`src/hdl/gtr_pkg.sv`:
```
// Shared types, constants and tables for the gravity torque regressor.
// Holds the arctangent table, the regressor monomial table and the merge term list.
// No dependencies.
package gtr_pkg;

  localparam int JOINTS     = 7;
  localparam int TRIG_JOINTS = 6;
  localparam int TRIG_N     = 12;
  localparam int TRIG_IDX_W = 4;
  localparam int Q_W        = 32;
  localparam int CFG_W      = 24;
  localparam int CFG_ADDR_W = 3;
  localparam int TORQUE_W   = 32;
  localparam int ENTRIES    = 12;
  localparam int ROWS       = 6;
  localparam int PROD_W     = 64;
  localparam int SUM_W      = 64;
  localparam int YR_W       = 38;
  localparam int YR_LO_W    = 19;
  localparam int YR_HI_W    = YR_W - YR_LO_W;
  localparam int PART_W     = YR_LO_W + 1 + CFG_W;
  localparam int NUM_MONOS  = 126;
  localparam int MONO_IDX_W = 7;
  localparam int NUM_TERMS  = 12;
  localparam int TERM_IDX_W = 4;
  localparam int GRAV_N     = 3;
  localparam int COEF_N     = 3;

  localparam int CORDIC_ITERS = 24;
  localparam int ITER_W       = 5;
  localparam int CORDIC_W     = 34;
  localparam logic signed [CORDIC_W-1:0] CORDIC_X0 = 34'sd652032874;
  localparam logic signed [Q_W-1:0] Q_ONE = 32'sh4000_0000;

  typedef logic signed [Q_W-1:0]      q30_t;
  typedef logic signed [CFG_W-1:0]    cfg_t;
  typedef logic signed [YR_W-1:0]     yr_t;
  typedef logic signed [TORQUE_W-1:0] torque_t;

  typedef enum logic [CFG_ADDR_W-1:0] {
    REG_GRAV_X      = 3'd0,
    REG_GRAV_Y      = 3'd1,
    REG_GRAV_Z      = 3'd2,
    REG_COEF_UPPER  = 3'd3,
    REG_COEF_MIDDLE = 3'd4,
    REG_COEF_WRIST  = 3'd5
  } reg_idx_t;

  typedef enum logic [1:0] {STG_IDLE, STG_RUN, STG_HOLD} stage_t;
  typedef enum logic [1:0] {RS_IDLE, RS_MUL, RS_RND, RS_ACC} regr_state_t;
  typedef enum logic [2:0] {MS_IDLE, MS_LO, MS_LOACC, MS_HIACC, MS_ROUND} merge_state_t;
  typedef enum logic [1:0] {GS_X, GS_Y, GS_Z} grav_sel_t;
  typedef enum logic [1:0] {CS_UPPER, CS_MIDDLE, CS_WRIST} coef_sel_t;

  // Arctangents of 2^-i in phase units (2^32 per turn)
  localparam logic [31:0] ATAN_TAB [CORDIC_ITERS] = '{
    32'h20000000, 32'h12E4051E, 32'h09FB385B, 32'h051111D4, 32'h028B0D43, 32'h0145D7E1,
    32'h00A2F61E, 32'h00517C55, 32'h0028BE53, 32'h00145F2F, 32'h000A2F98, 32'h000517CC,
    32'h00028BE6, 32'h000145F3, 32'h0000A2FA, 32'h0000517D, 32'h000028BE, 32'h0000145F,
    32'h00000A30, 32'h00000518, 32'h0000028C, 32'h00000146, 32'h000000A3, 32'h00000051
  };

  // Factor bits: sines of joints 1..6, then cosines
  localparam logic [TRIG_N-1:0] S1 = 12'h001;
  localparam logic [TRIG_N-1:0] S2 = 12'h002;
  localparam logic [TRIG_N-1:0] S3 = 12'h004;
  localparam logic [TRIG_N-1:0] S4 = 12'h008;
  localparam logic [TRIG_N-1:0] S5 = 12'h010;
  localparam logic [TRIG_N-1:0] S6 = 12'h020;
  localparam logic [TRIG_N-1:0] C1 = 12'h040;
  localparam logic [TRIG_N-1:0] C2 = 12'h080;
  localparam logic [TRIG_N-1:0] C3 = 12'h100;
  localparam logic [TRIG_N-1:0] C4 = 12'h200;
  localparam logic [TRIG_N-1:0] C5 = 12'h400;
  localparam logic [TRIG_N-1:0] C6 = 12'h800;
  localparam logic P = 1'b0;
  localparam logic N = 1'b1;

  typedef struct packed {
    logic [3:0]        entry;
    logic              neg;
    grav_sel_t         grav;
    logic [TRIG_N-1:0] mask;
  } mono_t;

  // Regressor monomials, grouped by entry
  localparam mono_t MONOS [NUM_MONOS] = '{
    '{4'd0,P,GS_X,S1|S2}, '{4'd0,N,GS_Y,C1|S2},
    '{4'd1,P,GS_X,C4|S1|S2}, '{4'd1,N,GS_X,C1|S3|S4}, '{4'd1,N,GS_Y,S1|S3|S4},
    '{4'd1,N,GS_Y,C1|C4|S2}, '{4'd1,P,GS_Y,C1|C2|C3|S4}, '{4'd1,N,GS_X,C2|C3|S1|S4},
    '{4'd2,P,GS_X,C4|C6|S1|S2}, '{4'd2,N,GS_Y,C1|C4|C6|S2}, '{4'd2,N,GS_X,C1|C6|S3|S4},
    '{4'd2,P,GS_X,C1|C3|S5|S6}, '{4'd2,N,GS_Y,C6|S1|S3|S4}, '{4'd2,P,GS_Y,C3|S1|S5|S6},
    '{4'd2,P,GS_Y,C1|C2|C3|C6|S4}, '{4'd2,N,GS_X,C2|C3|C6|S1|S4},
    '{4'd2,P,GS_X,C1|C4|C5|S3|S6}, '{4'd2,P,GS_Y,C1|C2|S3|S5|S6},
    '{4'd2,N,GS_Y,C1|C5|S2|S4|S6}, '{4'd2,P,GS_Y,C4|C5|S1|S3|S6},
    '{4'd2,N,GS_X,C2|S1|S3|S5|S6}, '{4'd2,P,GS_X,C5|S1|S2|S4|S6},
    '{4'd2,N,GS_Y,C1|C2|C3|C4|C5|S6}, '{4'd2,P,GS_X,C2|C3|C4|C5|S1|S6},
    '{4'd3,N,GS_Z,S2}, '{4'd3,N,GS_X,C1|C2}, '{4'd3,N,GS_Y,C2|S1},
    '{4'd4,P,GS_Z,C2|C3|S4}, '{4'd4,N,GS_X,C1|C2|C4}, '{4'd4,N,GS_Y,C2|C4|S1},
    '{4'd4,N,GS_Z,C4|S2}, '{4'd4,N,GS_X,C1|C3|S2|S4}, '{4'd4,N,GS_Y,C3|S1|S2|S4},
    '{4'd5,P,GS_Z,C2|C3|C6|S4}, '{4'd5,N,GS_X,C1|C2|C4|C6}, '{4'd5,N,GS_Y,C2|C4|C6|S1},
    '{4'd5,N,GS_Z,C4|C6|S2}, '{4'd5,P,GS_Z,C2|S3|S5|S6}, '{4'd5,N,GS_Z,C5|S2|S4|S6},
    '{4'd5,N,GS_Y,S1|S2|S3|S5|S6}, '{4'd5,N,GS_Z,C2|C3|C4|C5|S6},
    '{4'd5,N,GS_X,C1|C3|C6|S2|S4}, '{4'd5,N,GS_X,C1|C2|C5|S4|S6},
    '{4'd5,N,GS_Y,C3|C6|S1|S2|S4}, '{4'd5,N,GS_Y,C2|C5|S1|S4|S6},
    '{4'd5,N,GS_X,C1|S2|S3|S5|S6}, '{4'd5,P,GS_X,C1|C3|C4|C5|S2|S6},
    '{4'd5,P,GS_Y,C3|C4|C5|S1|S2|S6},
    '{4'd6,P,GS_Y,C1|C3|S4}, '{4'd6,N,GS_Z,S2|S3|S4}, '{4'd6,N,GS_X,C3|S1|S4},
    '{4'd6,N,GS_X,C1|C2|S3|S4}, '{4'd6,N,GS_Y,C2|S1|S3|S4},
    '{4'd7,P,GS_Y,C1|C3|C6|S4}, '{4'd7,N,GS_X,C3|C6|S1|S4}, '{4'd7,P,GS_Y,C1|S3|S5|S6},
    '{4'd7,N,GS_Z,C6|S2|S3|S4}, '{4'd7,P,GS_Z,C3|S2|S5|S6}, '{4'd7,N,GS_X,S1|S3|S5|S6},
    '{4'd7,N,GS_Y,C1|C3|C4|C5|S6}, '{4'd7,N,GS_X,C1|C2|C6|S3|S4},
    '{4'd7,P,GS_X,C1|C2|C3|S5|S6}, '{4'd7,P,GS_X,C3|C4|C5|S1|S6},
    '{4'd7,N,GS_Y,C2|C6|S1|S3|S4}, '{4'd7,P,GS_Y,C2|C3|S1|S5|S6},
    '{4'd7,P,GS_Z,C4|C5|S2|S3|S6}, '{4'd7,P,GS_X,C1|C2|C4|C5|S3|S6},
    '{4'd7,P,GS_Y,C2|C4|C5|S1|S3|S6},
    '{4'd8,P,GS_X,C1|S2|S4}, '{4'd8,N,GS_Z,C2|S4}, '{4'd8,N,GS_X,C4|S1|S3},
    '{4'd8,P,GS_Y,S1|S2|S4}, '{4'd8,P,GS_Y,C1|C4|S3}, '{4'd8,P,GS_Z,C3|C4|S2},
    '{4'd8,P,GS_X,C1|C2|C3|C4}, '{4'd8,P,GS_Y,C2|C3|C4|S1},
    '{4'd9,P,GS_Y,C1|C4|C6|S3}, '{4'd9,N,GS_Z,C2|C6|S4}, '{4'd9,P,GS_Z,C3|C4|C6|S2},
    '{4'd9,P,GS_Z,C2|C4|C5|S6}, '{4'd9,P,GS_X,C1|C6|S2|S4}, '{4'd9,N,GS_X,C4|C6|S1|S3},
    '{4'd9,P,GS_Y,C6|S1|S2|S4}, '{4'd9,P,GS_X,C1|C2|C3|C4|C6},
    '{4'd9,P,GS_Y,C2|C3|C4|C6|S1}, '{4'd9,N,GS_X,C1|C4|C5|S2|S6},
    '{4'd9,N,GS_Y,C4|C5|S1|S2|S6}, '{4'd9,P,GS_Y,C1|C5|S3|S4|S6},
    '{4'd9,P,GS_Z,C3|C5|S2|S4|S6}, '{4'd9,N,GS_X,C5|S1|S3|S4|S6},
    '{4'd9,P,GS_X,C1|C2|C3|C5|S4|S6}, '{4'd9,P,GS_Y,C2|C3|C5|S1|S4|S6},
    '{4'd10,P,GS_Z,C5|S2|S3|S6}, '{4'd10,N,GS_Z,C2|S4|S5|S6},
    '{4'd10,N,GS_Y,C1|C3|C5|S6}, '{4'd10,P,GS_X,C3|C5|S1|S6},
    '{4'd10,P,GS_X,C1|C2|C5|S3|S6}, '{4'd10,P,GS_Y,C2|C5|S1|S3|S6},
    '{4'd10,P,GS_Y,C1|C4|S3|S5|S6}, '{4'd10,P,GS_Z,C3|C4|S2|S5|S6},
    '{4'd10,P,GS_X,C1|S2|S4|S5|S6}, '{4'd10,N,GS_X,C4|S1|S3|S5|S6},
    '{4'd10,P,GS_Y,S1|S2|S4|S5|S6}, '{4'd10,P,GS_X,C1|C2|C3|C4|S5|S6},
    '{4'd10,P,GS_Y,C2|C3|C4|S1|S5|S6},
    '{4'd11,P,GS_Z,C2|C5|C6|S4}, '{4'd11,N,GS_Y,C1|C3|C6|S5}, '{4'd11,N,GS_Z,C2|C4|S6},
    '{4'd11,P,GS_X,C1|C4|S2|S6}, '{4'd11,P,GS_X,C3|C6|S1|S5}, '{4'd11,P,GS_Y,C4|S1|S2|S6},
    '{4'd11,N,GS_Y,C1|S3|S4|S6}, '{4'd11,N,GS_Z,C3|S2|S4|S6}, '{4'd11,P,GS_Z,C6|S2|S3|S5},
    '{4'd11,P,GS_X,S1|S3|S4|S6}, '{4'd11,N,GS_Y,C1|C4|C5|C6|S3},
    '{4'd11,N,GS_Z,C3|C4|C5|C6|S2}, '{4'd11,N,GS_X,C1|C2|C3|S4|S6},
    '{4'd11,P,GS_X,C1|C2|C6|S3|S5}, '{4'd11,N,GS_X,C1|C5|C6|S2|S4},
    '{4'd11,P,GS_X,C4|C5|C6|S1|S3}, '{4'd11,N,GS_Y,C2|C3|S1|S4|S6},
    '{4'd11,P,GS_Y,C2|C6|S1|S3|S5}, '{4'd11,N,GS_Y,C5|C6|S1|S2|S4},
    '{4'd11,N,GS_X,C1|C2|C3|C4|C5|C6}, '{4'd11,N,GS_Y,C2|C3|C4|C5|C6|S1}
  };

  // Index of the first monomial of an entry (elaboration only)
  function automatic int mono_first(int e);
    int n;
    n = 0;
    for (int k = 0; k < NUM_MONOS; k++) begin
      if (int'(MONOS[k].entry) < e) n++;
    end
    return n;
  endfunction

  typedef struct packed {
    logic [3:0] entry;
    coef_sel_t  coef;
    logic [2:0] row;
    logic       last;
  } term_t;

  // Weighted regressor entries per torque row
  localparam term_t TERMS [NUM_TERMS] = '{
    '{4'd0, CS_UPPER, 3'd0, 1'b0}, '{4'd1, CS_MIDDLE, 3'd0, 1'b0},
    '{4'd2, CS_WRIST, 3'd0, 1'b1},
    '{4'd3, CS_UPPER, 3'd1, 1'b0}, '{4'd4, CS_MIDDLE, 3'd1, 1'b0},
    '{4'd5, CS_WRIST, 3'd1, 1'b1},
    '{4'd6, CS_MIDDLE, 3'd2, 1'b0}, '{4'd7, CS_WRIST, 3'd2, 1'b1},
    '{4'd8, CS_MIDDLE, 3'd3, 1'b0}, '{4'd9, CS_WRIST, 3'd3, 1'b1},
    '{4'd10, CS_WRIST, 3'd4, 1'b1},
    '{4'd11, CS_WRIST, 3'd5, 1'b1}
  };

  // Handoff state of one pipeline stage
  function automatic stage_t stage_next(stage_t st, logic go, logic fin, logic take);
    stage_t nx;
    nx = st;
    case (st)
      STG_IDLE: if (go) nx = STG_RUN;
      STG_RUN:  if (fin) nx = STG_HOLD;
      STG_HOLD: if (take) nx = go ? STG_RUN : STG_IDLE;
      default:  nx = STG_IDLE;
    endcase
    return nx;
  endfunction

endpackage

```
`src/hdl/gtr_merge.sv`:
```
// Merge stage: weights regressor entries by the combined coefficients per row,
// rounds and saturates to 32-bit torques. Depends on gtr_pkg.
module gtr_merge (
  input  logic             clk,
  input  logic             rst,
  input  logic             start,
  input  gtr_pkg::yr_t     yr_in  [gtr_pkg::ENTRIES],
  input  gtr_pkg::cfg_t    coef   [gtr_pkg::COEF_N],
  output logic             busy,
  output gtr_pkg::torque_t torque [gtr_pkg::ROWS]
);
  import gtr_pkg::*;

  merge_state_t st, st_next;
  yr_t yr [ENTRIES];
  logic [TERM_IDX_W-1:0] term;
  logic signed [PART_W-1:0] prod;
  logic signed [SUM_W-1:0] acc, prod_ext, rnd;
  term_t cur;
  yr_t yv;
  cfg_t cf;
  logic [YR_LO_W-1:0] lo;
  logic signed [YR_HI_W-1:0] hi;
  logic at_end;
  torque_t sat;

  // Operand selection, final rounding and saturation
  always_comb begin
    cur = TERMS[term];
    yv  = yr[cur.entry];
    lo  = yv[YR_LO_W-1:0];
    hi  = yv[YR_W-1:YR_LO_W];
    case (cur.coef)
      CS_UPPER:  cf = coef[0];
      CS_MIDDLE: cf = coef[1];
      CS_WRIST:  cf = coef[2];
      default:   cf = coef[0];
    endcase
    prod_ext = {{(SUM_W-PART_W){prod[PART_W-1]}}, prod};
    at_end   = (term == TERM_IDX_W'(NUM_TERMS - 1));
    rnd      = (acc + 64'sd134217728) >>> 28;
    if (rnd > 64'sd2147483647)       sat = 32'sh7FFF_FFFF;
    else if (rnd < -64'sd2147483648) sat = 32'sh8000_0000;
    else                             sat = rnd[TORQUE_W-1:0];
  end

  // Next state
  always_comb begin
    st_next = st;
    case (st)
      MS_IDLE:  if (start) st_next = MS_LO;
      MS_LO:    st_next = MS_LOACC;
      MS_LOACC: st_next = MS_HIACC;
      MS_HIACC: st_next = cur.last ? MS_ROUND : MS_LO;
      MS_ROUND: st_next = at_end ? MS_IDLE : MS_LO;
      default:  st_next = MS_IDLE;
    endcase
  end

  // Outputs
  always_comb begin
    busy = (st != MS_IDLE);
  end

  always_ff @(posedge clk) begin
    if (rst) st <= MS_IDLE;
    else     st <= st_next;
  end

  // Split multiply: low half unsigned, high half signed and shifted
  always_ff @(posedge clk) begin
    if (start) begin
      yr   <= yr_in;
      term <= '0;
      acc  <= '0;
    end else begin
      case (st)
        MS_LO: prod <= $signed({1'b0, lo}) * cf;
        MS_LOACC: begin
          acc  <= acc + prod_ext;
          prod <= hi * cf;
        end
        MS_HIACC: begin
          acc <= acc + (prod_ext <<< YR_LO_W);
          if (!cur.last) term <= term + 1'b1;
        end
        MS_ROUND: begin
          torque[cur.row] <= sat;
          acc <= '0;
          if (!at_end) term <= term + 1'b1;
        end
        default: ;
      endcase
    end
  end

endmodule

```
`config.mk`:
```
export PLATFORM = sky130hd
export DESIGN_NAME = gtr_merge
export DESIGN_NICKNAME = d
export VERILOG_FILES = /design/src/hdl/gtr_pkg.sv /design/src/hdl/gtr_merge.sv
export SDC_FILE = /design/constraint.sdc
export NUM_CORES = 2
export LEC_CHECK = 0
export ABC_AREA = 1
export BUFFER_PORTS_ARGS = -buffer_cell sky130_fd_sc_hd__buf_2
export CAP_MARGIN = 20
export CORE_ASPECT_RATIO = 1.25
export CORE_MARGIN = 1
export CORE_UTILIZATION = 30
export CTS_CLUSTER_SIZE = 40
export DETAILED_ROUTE_END_ITERATION = 8
export GPL_TIMING_DRIVEN = 1
export REMOVE_ABC_BUFFERS = 1
export SLEW_MARGIN = 20
export SYNTH_ARGS = -nofsm -noshare
export SYNTH_HDL_FRONTEND = slang
export SYNTH_SLANG_ARGS = --single-unit
export TNS_END_PERCENT = 20
```
`constraint.sdc`:
```
create_clock -name clk -period 9.3 [get_ports clk]
set_clock_uncertainty 0.2 [all_clocks]
set_input_delay 0.93 -clock clk [delete_from_list [all_inputs] [get_ports clk]]
set_output_delay 0.93 -clock clk [all_outputs]
set_load 0.03 [all_outputs]
```
# Word-level counts from Yosys, hierarchy flattened
# Memory sizes are Yosys's and may differ from the RTL's.
# Index checks and enable logic that the tools add are counted.
[classes]
muxes = 20
n_reduce_logical = 9
n_bitwise = 4
magnitude_cmp = 6
multipliers = 2
n_eq_ne = 10
add_sub_neg = 4
[op_table]
columns = ["operator", "count"]
rows = [
  ["bitwise mux 192 bit", 1],
  ["case mux 64 bit (3 select lines)", 1],
  ["binary-select mux 38 bit (select 4 bit)", 1],
  ["demux 32 bit (select 3 bit)", 1],
  ["two-way mux 32 bit", 3],
  ["case mux 44 bit (2 select lines)", 1],
  ["two-way mux 38 bit", 2],
  ["adder 64 x 29 -> 64 bit, second input constant", 1],
  ["adder 64 x 44 -> 64 bit", 1],
  ["adder 64 x 63 -> 64 bit", 1],
  ["case mux 24 bit (2 select lines)", 1],
  ["multiplier 20 x 24 -> 44 bit", 1],
  ["multiplier 19 x 24 -> 43 bit", 1],
  ["> comparator 36 x 32 -> 1 bit, second input constant", 1],
  ["< comparator 36 x 32 -> 1 bit, second input constant", 1],
  ["two-way mux 10 bit", 2],
  ["case mux 3 bit (5 select lines)", 1],
  [">= comparator 5 bit, second input constant", 2],
  ["NOT 4 -> 5 bit", 2],
  ["two-way mux 4 bit", 2],
  ["case mux 4 bit (2 select lines)", 1],
  ["== test 3 x 2 -> 1 bit, second input constant", 2],
  ["two-way mux 3 bit", 2],
  ["!= test 2 bit, second input constant", 3],
  ["17 further kinds", 20],
]
[word_totals]
wordCells = 78
input_bits = 531
regBits = 763
rom_bits = 160
memories = 1
out_inout_bits = 193
[memory_table]
columns = ["name", "depth", "width", "read_ports", "rd_ports_with_merged_regs", "wr", "line", "rtl"]
rows = [
  ["(no name shown)", 16, 10, 1, 0, 0, "gtr_merge.sv:29", "cur = TERMS[term];"],
]

# Depth between registers and ports, before layout
[depth]
ltp_word = 10
depth_mapped = 44
mapped_depth_nobuf = 38

# Worst setup path after synthesis
# OpenSTA, ideal clock, no wires.
[synth_path]
path_type = "reg-to-reg"
startpoint = "reg term[0]"
endpoint = "reg prod[22] (data pin)"
slack_ns = 0.750
n_path_buf = 6
path_stages_with_launch = 39
t_arrival_ns = 8.089
setup_time_ns = 0.260
required_time_ns = 8.840
synth_period_minus_slack_ns = 8.550
path_cell_list = "dfxtp_1 buf_2 inv_2 buf_4 buf_4 buf_2 ha_1 nor2_1 a21oi_1 o21ai_0 inv_1 ha_1 clkbuf_1 a221o_1 o21ai_1 clkbuf_1 nor2_1 fa_1 [... 3 more ...] inv_1 fa_1 fa_1 fa_1 inv_1 fa_1 inv_1 ha_1 nand2_1 nor2_1 inv_1 nor2_1 inv_1 nor2_1 a21oi_1 or2_2 nand3_1 o21ai_0"
[synth_via]
elab_chain_cells = 10
word_cells_on_any_way = 14
classes_between = "2 x mul; 2 x eq/ne; 7 x mux; 2 x bitwise; 1 x memory"
[synth_rtl]
columns = ["item", "line", "rtl"]
rows = [
  ["from (decl)", "gtr_merge.sv:16", "logic [TERM_IDX_W-1:0] term;"],
  ["from (signal assigned)", "gtr_merge.sv:85", "if (!cur.last) term <= term + 1'b1;"],
  ["from (signal assigned)", "gtr_merge.sv:90", "if (!at_end) term <= term + 1'b1;"],
  ["NOT 4 -> 5 bit (not written as such) *", "gtr_merge.sv:29", ""],
  ["memory read (16 x 10 bit) *", "--", ""],
  ["two-way mux 10 bit (not written as such) * (2 in a row)", "gtr_merge.sv:29", ""],
  ["NOT 4 -> 5 bit (not written as such)", "gtr_merge.sv:30", "yv = yr[cur.entry];"],
  ["binary-select mux 38 bit (select 4 bit)", "gtr_merge.sv:30", ""],
  ["two-way mux 38 bit (not written as such) (2 in a row)", "gtr_merge.sv:30", ""],
  ["multiplier 19 x 24 -> 43 bit or multiplier 20 x 24 -> 44 bit (tied branches)", "gtr_merge.sv:81, gtr_merge.sv:78", ""],
  ["case mux 44 bit (2 select lines) *", "gtr_merge.sv:77", "case (st)"],
  ["to (signal assigned)", "gtr_merge.sv:78", "MS_LO: prod <= $signed({1'b0, lo}) * cf;"],
  ["to (signal assigned)", "gtr_merge.sv:81", "prod <= hi * cf;"],
  ["to (decl)", "gtr_merge.sv:17", "logic signed [PART_W-1:0] prod;"],
]
# Every way passes the cells marked *; elsewhere a longest branch is shown, timed or not. The select of a mux whose other input is x is not followed.
# A chain may end at the register's enable or synchronous reset.

# Final worst setup path
[layout_path]
startpoint = "reg term[0]"
endpoint = "reg prod[40] (data pin)"
# Same word-level chain as after synthesis.

==> results by group <==
Run status
  • Outcome: completed

Critical path
  • Delay of the slowest critical-path stage: 0.60 ns
  • Crit. End Element: register
  • CP most frequent cell: fa_1
  • Critical path launch point type: register
  • Critical path type: reg -> reg
  • CP Max Fanout: 14
  • Worst EP required: 9.59 ns
  • CP Data Arrival Time: 9.28 ns
  • Slowest-stage cell, CP: fa_1

Clock tree
  • Worst-path clk slew: 0.06 ns
  • TritonCTS clock tree: done
  • Hold Buf Count CTS: 0
  • Clock sink count: 763
  • Root buffer cell: clkbuf_16
  • Num CTS Buffers: 85
  • Clk_lat worst skew: 0.75 ns
  • H-tree depth: 3
  • Max Root-Sink Buffers: 3

Global routing
  • Vias in the first global route: 62700
  • Gr usage total: 0.214
  • Initial antenna violation count: 25
  • Grt ovf: 0
  • Global-route wire length before repair: 392 mm
  • Largest net degree at the start of global routing: 146

Drt
  • Drt total wl: 267 mm
  • Via/cell ratio: 4.86
  • Final ANT Viol Nets: 0
  • DR pass1 iterations: 8
  • # DRC: 0
  • DR vias: 61500
  • WL/cell: 21.2 um
  • Initial DRC Count: 4780

Synthesis
  • Top cell type's share of synthesized area: 0.284
  • Post-synthesis area per instance: 8.50 um2
  • Netlist cell types: 48
  • Most frequent cell after synthesis: nand2_1
  • Area leader, netlist: edfxtp_1
  • Top FF cell, synth: edfxtp_1
  • Synth async-reset ratio: 0
  • Warnings, synthesis: 0
  • EDFF count, synth: 692
  • Ranking of synthesized cells by area: edfxtp_1 (28%), fa_1 (25%), nand2_1 (11%), inv_1 (8.6%), ha_1 (6.1%)
  • Synthesized cell area: 73100 um2
  • #FFs+latches synth: 763
  • Sequential-to-total area share from yosys stat: 0.304
  • Cells after synthesis: 8597
  • Post-synth top cells: nand2_1 (2077), inv_1 (1678), nor2_1 (1003), fa_1 (923), edfxtp_1 (692)

Die
  • Die Height: 554 um
  • Ports: 724
  • Die ar.: 246000 um2
  • Die W: 443 um
  • Rows: 202
  • Core Area: 242000 um2
  • Initial Utilization: 0.302

Timing
  • Final Critical Period: 8.99 ns
  • Peak Freq: 111 MHz
  • Post-route clock period utilization: 0.967
  • Final setup viols: 0
  • Transition time at the pin with the least slew margin: 1.02 ns
  • Max Slew Vio Count: 0
  • Hold_ws: 0.155 ns
  • Hold Vio Cnt, Final: 0
  • Slew Limit Headroom: 0.317
  • Unrepaired setup endpoints after global routing: true

Finish
  • Syn-to-layout area delta: 15.9%
  • Share of cells above drive strength 1: 0.126
  • Post-layout util: 0.350
  • NumNets Final: 11200

Place
  • HPWL Detailed: 220 mm
  • Port Buffers: 723
  • Routability Congestion: 1.04

Flow run
  • Max Cap Viol: 0

Min path
  • Min-Delay Path Class: in -> reg
## state kept, by name, summed over array words and instances, names as in the netlist
name and count:
acc 64, prod 44, st 3, term 4, torque 192, yr 456
## path summary, 6_finish.rpt
check             startpoint       end  slack (ns)  cells past startpoint
setup / recovery     term[0]  prod[40]        0.31                     33
hold / removal    yr_in[266]   yr[266]        0.16                      1
setup reg to reg     term[0]  prod[40]        0.31                     33
hold reg to reg       acc[4]    acc[4]        0.27                      2
## kinds of logic after synthesis
group,after synthesis,share of synthesized area
buf+inv,1980,0.104
flops,763,0.304
simple gates,3585,0.196
compound gates,923,0.0737
xor+xnor,69,0.00827
fa+ha+maj,1277,0.314
## metal layers
layer	track usage	up-vias	share of wire
met1	0.241	29700	0.37
met5	0	-	0.00015
met3	0.0326	748	0.067
met2	0.370	2580	0.48
li1	-	28500	-
met4	0.150	6	0.082
## cells in the final DEF (no fill, tap or decap), types with 60 or more instances in the layout
cell       count
clkbuf_16     86
nand4_1       60
a32o_1        63
fa_1         922
nand2_1     2076
ha_1         351
nand3_1      317
edfxtp_1     692
a21oi_1      361
buf_2        722
nor2_1       996
inv_1       1671
dfxtp_1       68
buf_4        227
o21ai_0      304
## worst max-delay path, delay by kind of cell, from the launching register on
family,cells,cell delay [ns]
simple gates,9,1.46
fa+ha+maj,10,4.68
buf+inv,10,1.37
compound gates,4,0.47
flops,1,0.50
## metrics by stage
stage	cells	setup TNS [ns]	setup WS, ns	cell area, um2
after CTS	12600	0	0.195	84400
after floorplan	8323	-404.67	-7.49	71800
after global placement	12400	0	0.170	81600
after global routing	12600	-0.0674	-0.0515	84700
final	12600	0	0.310	84700
after detailed placement	12400	0	0.245	81600
## area by class of cell
class                           instances  area [um2]
Sequential cell                       763       22200
Clock inverter                         50         546
Fill cell                           25400      157000
Antenna cell                           24        60.1
Multi-Input combinational cell       5854       43500
Clock buffer                          105        2200
Tap cell                             3162        3960
Inverter                             1706        6440
Timing Repair Buffer                  976        5820
## timing repair
item,4_1_cts,5_1_grt
endpoints found under the setup margin,0,22
resized for setup,0,38
buffers inserted,0,10
Power is left out: the tool's default activity adds up to more than one toggle a clock period on the data nets, which glitch-free logic cannot reach.
