--- config.mk ---
export PLATFORM = sky130hd
export DESIGN_NAME = gtr_cordic_lane
export DESIGN_NICKNAME = d
export VERILOG_FILES = /design/src/hdl/gtr_pkg.sv /design/src/hdl/gtr_cordic_lane.sv
export SDC_FILE = /design/constraint.sdc
export NUM_CORES = 1
export LEC_CHECK = 0
export BUFFER_PORTS_ARGS = -buffer_cell sky130_fd_sc_hd__buf_2
export CAP_MARGIN = 15
export CORE_MARGIN = 2
export CORE_UTILIZATION = 40
export DETAILED_ROUTE_END_ITERATION = 16
export HOLD_SLACK_MARGIN = 0.1
export SYNTH_ARGS = -nofsm -noshare
export SYNTH_HDL_FRONTEND = slang
export SYNTH_SLANG_ARGS = --single-unit
export TNS_END_PERCENT = 10
--- constraint.sdc ---
create_clock -name clk -period 8.1 [get_ports clk]
set_clock_uncertainty 0.05 [all_clocks]
set_input_delay 0.81 -clock clk [delete_from_list [all_inputs] [get_ports clk]]
set_output_delay 0.81 -clock clk [all_outputs]
set_load 0.02 [all_outputs]
--- src/hdl/gtr_pkg.sv ---
// Shared types, constants and tables for the gravity torque regressor.
// Holds the arctangent table, the regressor monomial table and the merge term list.
// No dependencies.
package gtr_pkg;

  localparam int JOINTS     = 7;
  localparam int TRIG_JOINTS = 6;
  localparam int TRIG_N     = 12;
  localparam int TRIG_IDX_W = 4;
  localparam int Q_W        = 32;
  localparam int CFG_W      = 24;
  localparam int CFG_ADDR_W = 3;
  localparam int TORQUE_W   = 32;
  localparam int ENTRIES    = 12;
  localparam int ROWS       = 6;
  localparam int PROD_W     = 64;
  localparam int SUM_W      = 64;
  localparam int YR_W       = 38;
  localparam int YR_LO_W    = 19;
  localparam int YR_HI_W    = YR_W - YR_LO_W;
  localparam int PART_W     = YR_LO_W + 1 + CFG_W;
  localparam int NUM_MONOS  = 126;
  localparam int MONO_IDX_W = 7;
  localparam int NUM_TERMS  = 12;
  localparam int TERM_IDX_W = 4;
  localparam int GRAV_N     = 3;
  localparam int COEF_N     = 3;

  localparam int CORDIC_ITERS = 24;
  localparam int ITER_W       = 5;
  localparam int CORDIC_W     = 34;
  localparam logic signed [CORDIC_W-1:0] CORDIC_X0 = 34'sd652032874;
  localparam logic signed [Q_W-1:0] Q_ONE = 32'sh4000_0000;

  typedef logic signed [Q_W-1:0]      q30_t;
  typedef logic signed [CFG_W-1:0]    cfg_t;
  typedef logic signed [YR_W-1:0]     yr_t;
  typedef logic signed [TORQUE_W-1:0] torque_t;

  typedef enum logic [CFG_ADDR_W-1:0] {
    REG_GRAV_X      = 3'd0,
    REG_GRAV_Y      = 3'd1,
    REG_GRAV_Z      = 3'd2,
    REG_COEF_UPPER  = 3'd3,
    REG_COEF_MIDDLE = 3'd4,
    REG_COEF_WRIST  = 3'd5
  } reg_idx_t;

  typedef enum logic [1:0] {STG_IDLE, STG_RUN, STG_HOLD} stage_t;
  typedef enum logic [1:0] {RS_IDLE, RS_MUL, RS_RND, RS_ACC} regr_state_t;
  typedef enum logic [2:0] {MS_IDLE, MS_LO, MS_LOACC, MS_HIACC, MS_ROUND} merge_state_t;
  typedef enum logic [1:0] {GS_X, GS_Y, GS_Z} grav_sel_t;
  typedef enum logic [1:0] {CS_UPPER, CS_MIDDLE, CS_WRIST} coef_sel_t;

  // Arctangents of 2^-i in phase units (2^32 per turn)
  localparam logic [31:0] ATAN_TAB [CORDIC_ITERS] = '{
    32'h20000000, 32'h12E4051E, 32'h09FB385B, 32'h051111D4, 32'h028B0D43, 32'h0145D7E1,
    32'h00A2F61E, 32'h00517C55, 32'h0028BE53, 32'h00145F2F, 32'h000A2F98, 32'h000517CC,
    32'h00028BE6, 32'h000145F3, 32'h0000A2FA, 32'h0000517D, 32'h000028BE, 32'h0000145F,
    32'h00000A30, 32'h00000518, 32'h0000028C, 32'h00000146, 32'h000000A3, 32'h00000051
  };

  // Factor bits: sines of joints 1..6, then cosines
  localparam logic [TRIG_N-1:0] S1 = 12'h001;
  localparam logic [TRIG_N-1:0] S2 = 12'h002;
  localparam logic [TRIG_N-1:0] S3 = 12'h004;
  localparam logic [TRIG_N-1:0] S4 = 12'h008;
  localparam logic [TRIG_N-1:0] S5 = 12'h010;
  localparam logic [TRIG_N-1:0] S6 = 12'h020;
  localparam logic [TRIG_N-1:0] C1 = 12'h040;
  localparam logic [TRIG_N-1:0] C2 = 12'h080;
  localparam logic [TRIG_N-1:0] C3 = 12'h100;
  localparam logic [TRIG_N-1:0] C4 = 12'h200;
  localparam logic [TRIG_N-1:0] C5 = 12'h400;
  localparam logic [TRIG_N-1:0] C6 = 12'h800;
  localparam logic P = 1'b0;
  localparam logic N = 1'b1;

  typedef struct packed {
    logic [3:0]        entry;
    logic              neg;
    grav_sel_t         grav;
    logic [TRIG_N-1:0] mask;
  } mono_t;

  // Regressor monomials, grouped by entry
  localparam mono_t MONOS [NUM_MONOS] = '{
    '{4'd0,P,GS_X,S1|S2}, '{4'd0,N,GS_Y,C1|S2},
    '{4'd1,P,GS_X,C4|S1|S2}, '{4'd1,N,GS_X,C1|S3|S4}, '{4'd1,N,GS_Y,S1|S3|S4},
    '{4'd1,N,GS_Y,C1|C4|S2}, '{4'd1,P,GS_Y,C1|C2|C3|S4}, '{4'd1,N,GS_X,C2|C3|S1|S4},
    '{4'd2,P,GS_X,C4|C6|S1|S2}, '{4'd2,N,GS_Y,C1|C4|C6|S2}, '{4'd2,N,GS_X,C1|C6|S3|S4},
    '{4'd2,P,GS_X,C1|C3|S5|S6}, '{4'd2,N,GS_Y,C6|S1|S3|S4}, '{4'd2,P,GS_Y,C3|S1|S5|S6},
    '{4'd2,P,GS_Y,C1|C2|C3|C6|S4}, '{4'd2,N,GS_X,C2|C3|C6|S1|S4},
    '{4'd2,P,GS_X,C1|C4|C5|S3|S6}, '{4'd2,P,GS_Y,C1|C2|S3|S5|S6},
    '{4'd2,N,GS_Y,C1|C5|S2|S4|S6}, '{4'd2,P,GS_Y,C4|C5|S1|S3|S6},
    '{4'd2,N,GS_X,C2|S1|S3|S5|S6}, '{4'd2,P,GS_X,C5|S1|S2|S4|S6},
    '{4'd2,N,GS_Y,C1|C2|C3|C4|C5|S6}, '{4'd2,P,GS_X,C2|C3|C4|C5|S1|S6},
    '{4'd3,N,GS_Z,S2}, '{4'd3,N,GS_X,C1|C2}, '{4'd3,N,GS_Y,C2|S1},
    '{4'd4,P,GS_Z,C2|C3|S4}, '{4'd4,N,GS_X,C1|C2|C4}, '{4'd4,N,GS_Y,C2|C4|S1},
    '{4'd4,N,GS_Z,C4|S2}, '{4'd4,N,GS_X,C1|C3|S2|S4}, '{4'd4,N,GS_Y,C3|S1|S2|S4},
    '{4'd5,P,GS_Z,C2|C3|C6|S4}, '{4'd5,N,GS_X,C1|C2|C4|C6}, '{4'd5,N,GS_Y,C2|C4|C6|S1},
    '{4'd5,N,GS_Z,C4|C6|S2}, '{4'd5,P,GS_Z,C2|S3|S5|S6}, '{4'd5,N,GS_Z,C5|S2|S4|S6},
    '{4'd5,N,GS_Y,S1|S2|S3|S5|S6}, '{4'd5,N,GS_Z,C2|C3|C4|C5|S6},
    '{4'd5,N,GS_X,C1|C3|C6|S2|S4}, '{4'd5,N,GS_X,C1|C2|C5|S4|S6},
    '{4'd5,N,GS_Y,C3|C6|S1|S2|S4}, '{4'd5,N,GS_Y,C2|C5|S1|S4|S6},
    '{4'd5,N,GS_X,C1|S2|S3|S5|S6}, '{4'd5,P,GS_X,C1|C3|C4|C5|S2|S6},
    '{4'd5,P,GS_Y,C3|C4|C5|S1|S2|S6},
    '{4'd6,P,GS_Y,C1|C3|S4}, '{4'd6,N,GS_Z,S2|S3|S4}, '{4'd6,N,GS_X,C3|S1|S4},
    '{4'd6,N,GS_X,C1|C2|S3|S4}, '{4'd6,N,GS_Y,C2|S1|S3|S4},
    '{4'd7,P,GS_Y,C1|C3|C6|S4}, '{4'd7,N,GS_X,C3|C6|S1|S4}, '{4'd7,P,GS_Y,C1|S3|S5|S6},
    '{4'd7,N,GS_Z,C6|S2|S3|S4}, '{4'd7,P,GS_Z,C3|S2|S5|S6}, '{4'd7,N,GS_X,S1|S3|S5|S6},
    '{4'd7,N,GS_Y,C1|C3|C4|C5|S6}, '{4'd7,N,GS_X,C1|C2|C6|S3|S4},
    '{4'd7,P,GS_X,C1|C2|C3|S5|S6}, '{4'd7,P,GS_X,C3|C4|C5|S1|S6},
    '{4'd7,N,GS_Y,C2|C6|S1|S3|S4}, '{4'd7,P,GS_Y,C2|C3|S1|S5|S6},
    '{4'd7,P,GS_Z,C4|C5|S2|S3|S6}, '{4'd7,P,GS_X,C1|C2|C4|C5|S3|S6},
    '{4'd7,P,GS_Y,C2|C4|C5|S1|S3|S6},
    '{4'd8,P,GS_X,C1|S2|S4}, '{4'd8,N,GS_Z,C2|S4}, '{4'd8,N,GS_X,C4|S1|S3},
    '{4'd8,P,GS_Y,S1|S2|S4}, '{4'd8,P,GS_Y,C1|C4|S3}, '{4'd8,P,GS_Z,C3|C4|S2},
    '{4'd8,P,GS_X,C1|C2|C3|C4}, '{4'd8,P,GS_Y,C2|C3|C4|S1},
    '{4'd9,P,GS_Y,C1|C4|C6|S3}, '{4'd9,N,GS_Z,C2|C6|S4}, '{4'd9,P,GS_Z,C3|C4|C6|S2},
    '{4'd9,P,GS_Z,C2|C4|C5|S6}, '{4'd9,P,GS_X,C1|C6|S2|S4}, '{4'd9,N,GS_X,C4|C6|S1|S3},
    '{4'd9,P,GS_Y,C6|S1|S2|S4}, '{4'd9,P,GS_X,C1|C2|C3|C4|C6},
    '{4'd9,P,GS_Y,C2|C3|C4|C6|S1}, '{4'd9,N,GS_X,C1|C4|C5|S2|S6},
    '{4'd9,N,GS_Y,C4|C5|S1|S2|S6}, '{4'd9,P,GS_Y,C1|C5|S3|S4|S6},
    '{4'd9,P,GS_Z,C3|C5|S2|S4|S6}, '{4'd9,N,GS_X,C5|S1|S3|S4|S6},
    '{4'd9,P,GS_X,C1|C2|C3|C5|S4|S6}, '{4'd9,P,GS_Y,C2|C3|C5|S1|S4|S6},
    '{4'd10,P,GS_Z,C5|S2|S3|S6}, '{4'd10,N,GS_Z,C2|S4|S5|S6},
    '{4'd10,N,GS_Y,C1|C3|C5|S6}, '{4'd10,P,GS_X,C3|C5|S1|S6},
    '{4'd10,P,GS_X,C1|C2|C5|S3|S6}, '{4'd10,P,GS_Y,C2|C5|S1|S3|S6},
    '{4'd10,P,GS_Y,C1|C4|S3|S5|S6}, '{4'd10,P,GS_Z,C3|C4|S2|S5|S6},
    '{4'd10,P,GS_X,C1|S2|S4|S5|S6}, '{4'd10,N,GS_X,C4|S1|S3|S5|S6},
    '{4'd10,P,GS_Y,S1|S2|S4|S5|S6}, '{4'd10,P,GS_X,C1|C2|C3|C4|S5|S6},
    '{4'd10,P,GS_Y,C2|C3|C4|S1|S5|S6},
    '{4'd11,P,GS_Z,C2|C5|C6|S4}, '{4'd11,N,GS_Y,C1|C3|C6|S5}, '{4'd11,N,GS_Z,C2|C4|S6},
    '{4'd11,P,GS_X,C1|C4|S2|S6}, '{4'd11,P,GS_X,C3|C6|S1|S5}, '{4'd11,P,GS_Y,C4|S1|S2|S6},
    '{4'd11,N,GS_Y,C1|S3|S4|S6}, '{4'd11,N,GS_Z,C3|S2|S4|S6}, '{4'd11,P,GS_Z,C6|S2|S3|S5},
    '{4'd11,P,GS_X,S1|S3|S4|S6}, '{4'd11,N,GS_Y,C1|C4|C5|C6|S3},
    '{4'd11,N,GS_Z,C3|C4|C5|C6|S2}, '{4'd11,N,GS_X,C1|C2|C3|S4|S6},
    '{4'd11,P,GS_X,C1|C2|C6|S3|S5}, '{4'd11,N,GS_X,C1|C5|C6|S2|S4},
    '{4'd11,P,GS_X,C4|C5|C6|S1|S3}, '{4'd11,N,GS_Y,C2|C3|S1|S4|S6},
    '{4'd11,P,GS_Y,C2|C6|S1|S3|S5}, '{4'd11,N,GS_Y,C5|C6|S1|S2|S4},
    '{4'd11,N,GS_X,C1|C2|C3|C4|C5|C6}, '{4'd11,N,GS_Y,C2|C3|C4|C5|C6|S1}
  };

  // Index of the first monomial of an entry (elaboration only)
  function automatic int mono_first(int e);
    int n;
    n = 0;
    for (int k = 0; k < NUM_MONOS; k++) begin
      if (int'(MONOS[k].entry) < e) n++;
    end
    return n;
  endfunction

  typedef struct packed {
    logic [3:0] entry;
    coef_sel_t  coef;
    logic [2:0] row;
    logic       last;
  } term_t;

  // Weighted regressor entries per torque row
  localparam term_t TERMS [NUM_TERMS] = '{
    '{4'd0, CS_UPPER, 3'd0, 1'b0}, '{4'd1, CS_MIDDLE, 3'd0, 1'b0},
    '{4'd2, CS_WRIST, 3'd0, 1'b1},
    '{4'd3, CS_UPPER, 3'd1, 1'b0}, '{4'd4, CS_MIDDLE, 3'd1, 1'b0},
    '{4'd5, CS_WRIST, 3'd1, 1'b1},
    '{4'd6, CS_MIDDLE, 3'd2, 1'b0}, '{4'd7, CS_WRIST, 3'd2, 1'b1},
    '{4'd8, CS_MIDDLE, 3'd3, 1'b0}, '{4'd9, CS_WRIST, 3'd3, 1'b1},
    '{4'd10, CS_WRIST, 3'd4, 1'b1},
    '{4'd11, CS_WRIST, 3'd5, 1'b1}
  };

  // Handoff state of one pipeline stage
  function automatic stage_t stage_next(stage_t st, logic go, logic fin, logic take);
    stage_t nx;
    nx = st;
    case (st)
      STG_IDLE: if (go) nx = STG_RUN;
      STG_RUN:  if (fin) nx = STG_HOLD;
      STG_HOLD: if (take) nx = go ? STG_RUN : STG_IDLE;
      default:  nx = STG_IDLE;
    endcase
    return nx;
  endfunction

endpackage

--- src/hdl/gtr_cordic_lane.sv ---
// One rotation-mode CORDIC lane: joint angle to sine and cosine in Q30.
// Iterates one micro-rotation per cycle. Depends on gtr_pkg.
module gtr_cordic_lane #(
  parameter int ANGLE_BITS = 18
) (
  input  logic                  clk,
  input  logic                  rst,
  input  logic                  start,
  input  logic [ANGLE_BITS-1:0] angle,
  output logic                  busy,
  output gtr_pkg::q30_t         sin_q,
  output gtr_pkg::q30_t         cos_q
);
  import gtr_pkg::*;

  localparam int PAD = Q_W - ANGLE_BITS;

  logic signed [CORDIC_W-1:0] x, y, z;
  logic signed [CORDIC_W-1:0] x_sh, y_sh, atan_ext, neg_x, neg_y;
  logic [ITER_W-1:0] iter;
  logic run, flip;
  logic [Q_W-1:0] phase, phase_adj;
  logic flip_in;

  // Fold the phase into the right half plane
  always_comb begin
    phase     = {angle, {PAD{1'b0}}};
    flip_in   = phase[Q_W-1] ^ phase[Q_W-2];
    phase_adj = flip_in ? {~phase[Q_W-1], phase[Q_W-2:0]} : phase;
    x_sh      = x >>> iter;
    y_sh      = y >>> iter;
    atan_ext  = {{(CORDIC_W-32){1'b0}}, ATAN_TAB[iter]};
    neg_x     = -x;
    neg_y     = -y;
    sin_q     = flip ? neg_y[Q_W-1:0] : y[Q_W-1:0];
    cos_q     = flip ? neg_x[Q_W-1:0] : x[Q_W-1:0];
    busy      = run;
  end

  // Control: run for a fixed count of iterations
  always_ff @(posedge clk) begin
    if (rst) begin
      run <= 1'b0;
    end else if (start) begin
      run <= 1'b1;
    end else if (run && iter == ITER_W'(CORDIC_ITERS - 1)) begin
      run <= 1'b0;
    end
  end

  // Rotate toward zero residual angle
  always_ff @(posedge clk) begin
    if (start) begin
      x    <= CORDIC_X0;
      y    <= '0;
      z    <= {{(CORDIC_W-Q_W){phase_adj[Q_W-1]}}, phase_adj};
      flip <= flip_in;
      iter <= '0;
    end else if (run) begin
      if (!z[CORDIC_W-1]) begin
        x <= x - y_sh;
        y <= y + x_sh;
        z <= z - atan_ext;
      end else begin
        x <= x + y_sh;
        y <= y - x_sh;
        z <= z + atan_ext;
      end
      iter <= iter + 1'b1;
    end
  end

endmodule

; ---- Yosys cells after proc, flatten, opt, wreduce, memory -nomap -nowiden
; Memories as Yosys holds them, arrays and structs flattened.
; Index checks and enable logic that the tools add are counted.
[op_classes]
addsub = 9
n_bitwise = 3
shifts = 2
n_eq_ne = 1
n_lt_le_gt_ge = 1
muxes = 12
n_reduce_logical = 3
[ops]
columns = cell, n
row1 = two-way mux 34 bit, 5
row2 = two-way mux 32 bit, 5
row3 = adder 34 bit, 2
row4 = >>> shifter 34 x 5 -> 34 bit, 2
row5 = subtractor 34 bit, 2
row6 = negator 32 bit, 2
row7 = adder 34 x 33 -> 34 bit, 1
row8 = subtractor 34 x 33 -> 34 bit, 1
row9 = >= comparator 6 bit (second input constant), 1
row10 = inverter 5 -> 6 bit, 1
row11 = adder 5 x 1 -> 5 bit (second input constant), 1
row12 = == test 5 bit (second input constant), 1
row13 = nonzero test 2 bit, 2
row14 = two-way mux 1 bit, 2
row15 = logical AND 1 bit, 1
row16 = inverter 1 bit, 1
row17 = XOR 1 bit, 1
[word_totals]
mem_count = 1
ff_bits = 109
romBits = 1024
in_bits = 21
[memory_table]
columns = name, depth, width, read_ports, rd_clocked_by_memory_dff, wr, line
row1 = (name not given), 32, 32, 1, 0, 0, gtr_cordic_lane.sv:32  ; atan_ext = {{(CORDIC_W-32){1'b0}}, ATAN_TAB[iter]};

; ---- Longest topological paths before layout
[depth]
ltp_word = 8
ltp_mapped = 31

; ---- Worst setup path after synthesis
; Ideal clock, no wire load.
[synth_path]
path_type = register to register
from = reg iter[0]
to = reg z[30] (data pin)
path_stages_with_launch = 29
path_slack_ps = 1515
t_arrival_ps = 6383
cell_sequence = dfxtp_1 -> buf_6 -> buf_12 -> buf_12 -> buf_4 -> inv_2 -> buf_1 -> buf_2 -> ha_1 -> clkbuf_1 -> inv_1 -> mux4_2 -> o21ai_0 -> nand3b_1 -> or3_1 -> nor4_1 -> nor2_1 -> xnor2_1 -> ha_1 -> nand2_1 -> or4_1 -> nor2_1 -> nand3_1 -> nand2_1 -> o41ai_1 -> o311ai_0 -> a311oi_1 -> or3_1 -> a31oi_1
[synth_via]
elab_chain_len = 8
elab_cells_between_ends = 9
cone_classes = add/sub: 2 / mux: 5 / bitwise: 1 / memory: 1
[synth_lines]
columns = item, line
row1 = from (decl), gtr_cordic_lane.sv:20  ; logic [ITER_W-1:0] iter;
row2 = from (signal assigned), gtr_cordic_lane.sv:69  ; iter <= iter + 1'b1;
row3 = inverter 5 -> 6 bit (implied by the code) (*), gtr_cordic_lane.sv:32
row4 = memory read (32 x 32 bit) (*), --
row5 = two-way mux 32 bit (implied by the code) (*) (2 in series), gtr_cordic_lane.sv:32
row6 = subtractor 34 x 33 -> 34 bit or adder 34 x 33 -> 34 bit (tied branches), "gtr_cordic_lane.sv:63, gtr_cordic_lane.sv:67"
row7 = two-way mux 34 bit (*), gtr_cordic_lane.sv:60  ; if (!z[CORDIC_W-1]) begin
row8 = two-way mux 34 bit (*), gtr_cordic_lane.sv:59  ; end else if (run) begin
row9 = two-way mux 34 bit (*), gtr_cordic_lane.sv:53  ; if (start) begin
row10 = to (signal assigned), gtr_cordic_lane.sv:56  ; z <= {{(CORDIC_W-Q_W){phase_adj[Q_W-1]}}, phase_adj};
row11 = to (signal assigned), gtr_cordic_lane.sv:63  ; z <= z - atan_ext;
row12 = to (signal assigned), gtr_cordic_lane.sv:67  ; z <= z + atan_ext;
row13 = to (decl), gtr_cordic_lane.sv:18  ; logic signed [CORDIC_W-1:0] x, y, z;
; Mark *: on every way between the ends. The rest lies on a longest branch, timed or not. The select of a mux whose other input is x is not followed.
; A chain may end at the register's enable or synchronous reset.

; ---- Final worst setup path
[layout_path]
from = reg iter[1]
to = reg z[30] (data pin)
; The elaborated chain is that of the path after synthesis.

==> metrics.yaml <==
status:
  outcome: "complete, no violations"
cts:
  ctsResizeCount: 0
  cts_tree: "yes"
  clock-sinks: 109
  cts_buffer_depth: 2
  clock_latency_ns: 0.40
  clkTransAtPathRegs_ns: 0.08
  numCtsBuffers: 9
  root_buffer: "clkbuf_16"
  cts_hold_buf: 0
  post_cts_buffers: 0
  htree_levels: 3
placed_design:
  place_congestion: 1.035
  numPortBuffers: 85
  hpwl_um: 51320
route:
  drc: 0
  drt-total-wl_um: 68160
  vias: 18093
  vias_per_cell: 6.340
  first_iter_violations: 2014
  wl_per_cell_um: 23.88
  antenna_left: 0
  drtPass1Iterations: 6
grt:
  grt_max_degree: 81
  grt_pass1_wl_um: 105000
  overflow: 0
  track_usage: 0.2898
  grt_pass1_vias: 17040
  antenna_found_initial: 0
synthesis:
  synth_seq_cells: 109
  synth-main-ff-cell: "dfxtp_1"
  synth-edff-count: 35
  synth_warnings: 0
  synth_sequential_area_ratio: 0.1412
  synth_fp_nets: 2431
  postSynth.asyncResetShare: 0
  syn_inst: 2294
  yosysUniqueCellTypes: 90
  syn_area_um2: 17930
  syn_avg_cell_area_um2: 7.818
floorplanning:
  ioPinCount: 86
  dieArea_um2: 46550
  core_area_um2: 44220
  start_util: 0.4056
  die_w_um: 215.7
  rows: 77
  dieHeight_um: 215.7
timing:
  finalHoldViolCount: 0
  maxSlewHeadroom: 0.2682
  period_needed_ns: 6.945
  fmax_ghz: 0.1440
  setup_tns_ns: 0
  period_share: 0.8574
  worst_pin_slew_ns: 1.098
  rsz0062_at_grt: "false"
  slew_viol_final: 0
  setup_viol_count_final: 0
worst_setup_path:
  reg2reg_slack_ns: 1.16
  required_ns: 8.30
  cp.arrival_ns: 7.15
  cp-start-kind: "flip-flop"
  worst-path-max-fanout: 43
  critPathKind: "flip-flop to flip-flop"
  end_kind: "flip-flop"
layout:
  nets: 2394
  syn2layout_area_growth_pct: 6.069
  antenna-diode-count: 0
  drive_gt1_frac: 0.1317
  finish.utilization: 0.4302
pwr:
  peakVddDrop_v: 0.0002647
  p_leak_nw: 7.466
  power.density_nw_per_um2: 519.8
worst_hold_path:
  hold_path.class: "flip-flop to flip-flop"
run:
  cap_violations: 0
## cells by family (layout without fill, tap and decap cells)
| group | Yosys count | in the layout | synth area share |
|---|---|---|---|
| and+or+nand+nor | 720 | 720 | 0.1913 |
| AOI/OAI and AO/OA | 672 | 672 | 0.2494 |
| buffers and inverters | 246 | 214 | 0.05804 |
| xor gates and xnor gates | 229 | 229 | 0.1126 |
| muxes | 202 | 202 | 0.1653 |
| adders and majority gates | 116 | 116 | 0.08218 |
| DFF | 109 | 109 | 0.1412 |
## layout by cell type (no fill, tap or decap), drive strengths merged, types with 54 or more instances in the layout
cell	Yosys	final
buf	62	142
nor2	231	231
nand2	201	201
inv	52	54
dfxtp	74	74
xor2	78	78
a21oi	155	155
mux2i	100	100
xnor2	150	150
o21ai	124	124
mux4	72	72
ha	113	113
## report_power, final
| group | leakage (nW) | switching, mW | internal (mW) | total (mW) |
|---|---|---|---|---|
| clock network | 0.132 | 0.238 | 0.216 | 0.454 |
| registers | 0.975 | 0.532 | 0.832 | 1.36 |
| logic | 6.36 | 4.65 | 3.42 | 8.07 |
| total | 7.47 | 5.42 | 4.47 | 9.89 |
## synth_stat cells (12+ instances only)
| cell | n | area [um^2] |
|---|---|---|
| a211oi_1 | 36 | 270.3 |
| o21ai_0 | 124 | 620.6 |
| dfxtp_1 | 74 | 1481 |
| o211ai_1 | 24 | 180.2 |
| buf_1 | 26 | 97.59 |
| inv_1 | 51 | 191.4 |
| a31oi_1 | 40 | 250.2 |
| a21o_1 | 47 | 352.8 |
| or3_1 | 14 | 87.58 |
| o22ai_1 | 18 | 112.6 |
| nor2_1 | 231 | 867.1 |
| nand3_1 | 50 | 250.2 |
| o31ai_1 | 34 | 255.2 |
| nor3b_1 | 14 | 105.1 |
| mux2i_1 | 100 | 1001 |
| xor2_1 | 78 | 683.2 |
| clkbuf_1 | 128 | 480.5 |
| xnor2_1 | 150 | 1314 |
| ha_1 | 113 | 1414 |
| nand2b_1 | 25 | 156.4 |
| edfxtp_1 | 35 | 1051 |
| o21a_1 | 32 | 240.2 |
| and2_1 | 13 | 81.33 |
| a221oi_1 | 16 | 140.1 |
| mux4_2 | 72 | 1622 |
| nor2b_1 | 24 | 150.1 |
| nand4_1 | 13 | 81.33 |
| nand2_1 | 201 | 754.5 |
| mux2_2 | 28 | 315.3 |
| or2_2 | 14 | 87.58 |
| and3_1 | 13 | 81.33 |
| nor3_1 | 51 | 255.2 |
| o21bai_1 | 24 | 180.2 |
| or4_1 | 15 | 112.6 |
| buf_2 | 23 | 115.1 |
| a21oi_1 | 155 | 775.7 |
| o41ai_1 | 12 | 105.1 |
## layout make-up
cell class	count	area, um^2
clock inverter	5	27.53
inverter	56	210.2
multi-input combinational	1939	14370
sequential	109	2550
timing repair buffer	142	880.8
tap	592	740.7
clock buffer	11	242.7
fill	4497	25200
## registers in the layout, indices dropped and copies added (netlist names)
signal	cells
y	34
iter	5
flip	1
z	34
x	34
busy	1
## final timing paths
check	from	endpoint	depth (start not counted)
max	iter[1]	z[30]	22
min	y[0]	y[0]	2
max reg2reg	iter[1]	z[30]	22
min reg2reg	y[0]	y[0]	2
## critical path, stage by stage (launching register included)
cell,delay (ns)
dfxtp_4,0.75
clkinv_1,0.35
buf_4,0.26
ha_1,0.39
mux4_2,0.49
o21ai_0,0.33
nand3b_1,0.18
or3_1,0.37
nor4_1,0.34
nor2_1,0.18
xnor2_1,0.18
ha_1,0.34
nand2_1,0.08
or4_1,0.45
nor2_1,0.13
nand3_1,0.08
nand2_1,0.10
o41ai_1,0.09
buf_4,0.16
o311ai_0,0.77
a311oi_1,0.22
or3_1,0.34
a31oi_1,0.16
## through the flow
step | power, mW | area [um^2] | hold slack, ns | setup slack [ns] | cells
finish | 9.887 | 19020 | 0.5057 | 1.155 | 2854
global placement | 9.162 | 18750 | 0.4786 | 1.334 | 2838
CTS | 9.794 | 19020 | 0.5033 | 1.166 | 2854
global route | 10.77 | 19020 | 0.5075 | 0.5624 | 2854
detailed placement | 9.282 | 18750 | 0.5071 | 1.203 | 2838
floorplan | 7.344 | 17930 | 0.4586 | 1.515 | 2294
## per-layer routing
layer / global-route usage / wire [um] / up-vias
met2: 0.4616 / 30860 / 789
met1: 0.3911 / 29800 / 8705
met5: 0 / 0 / -
met4: 0.1161 / 2808 / 0
li1: - / - / 8468
met3: 0.04637 / 4690 / 131
Note: power is estimated with default switching activity, not from simulation.
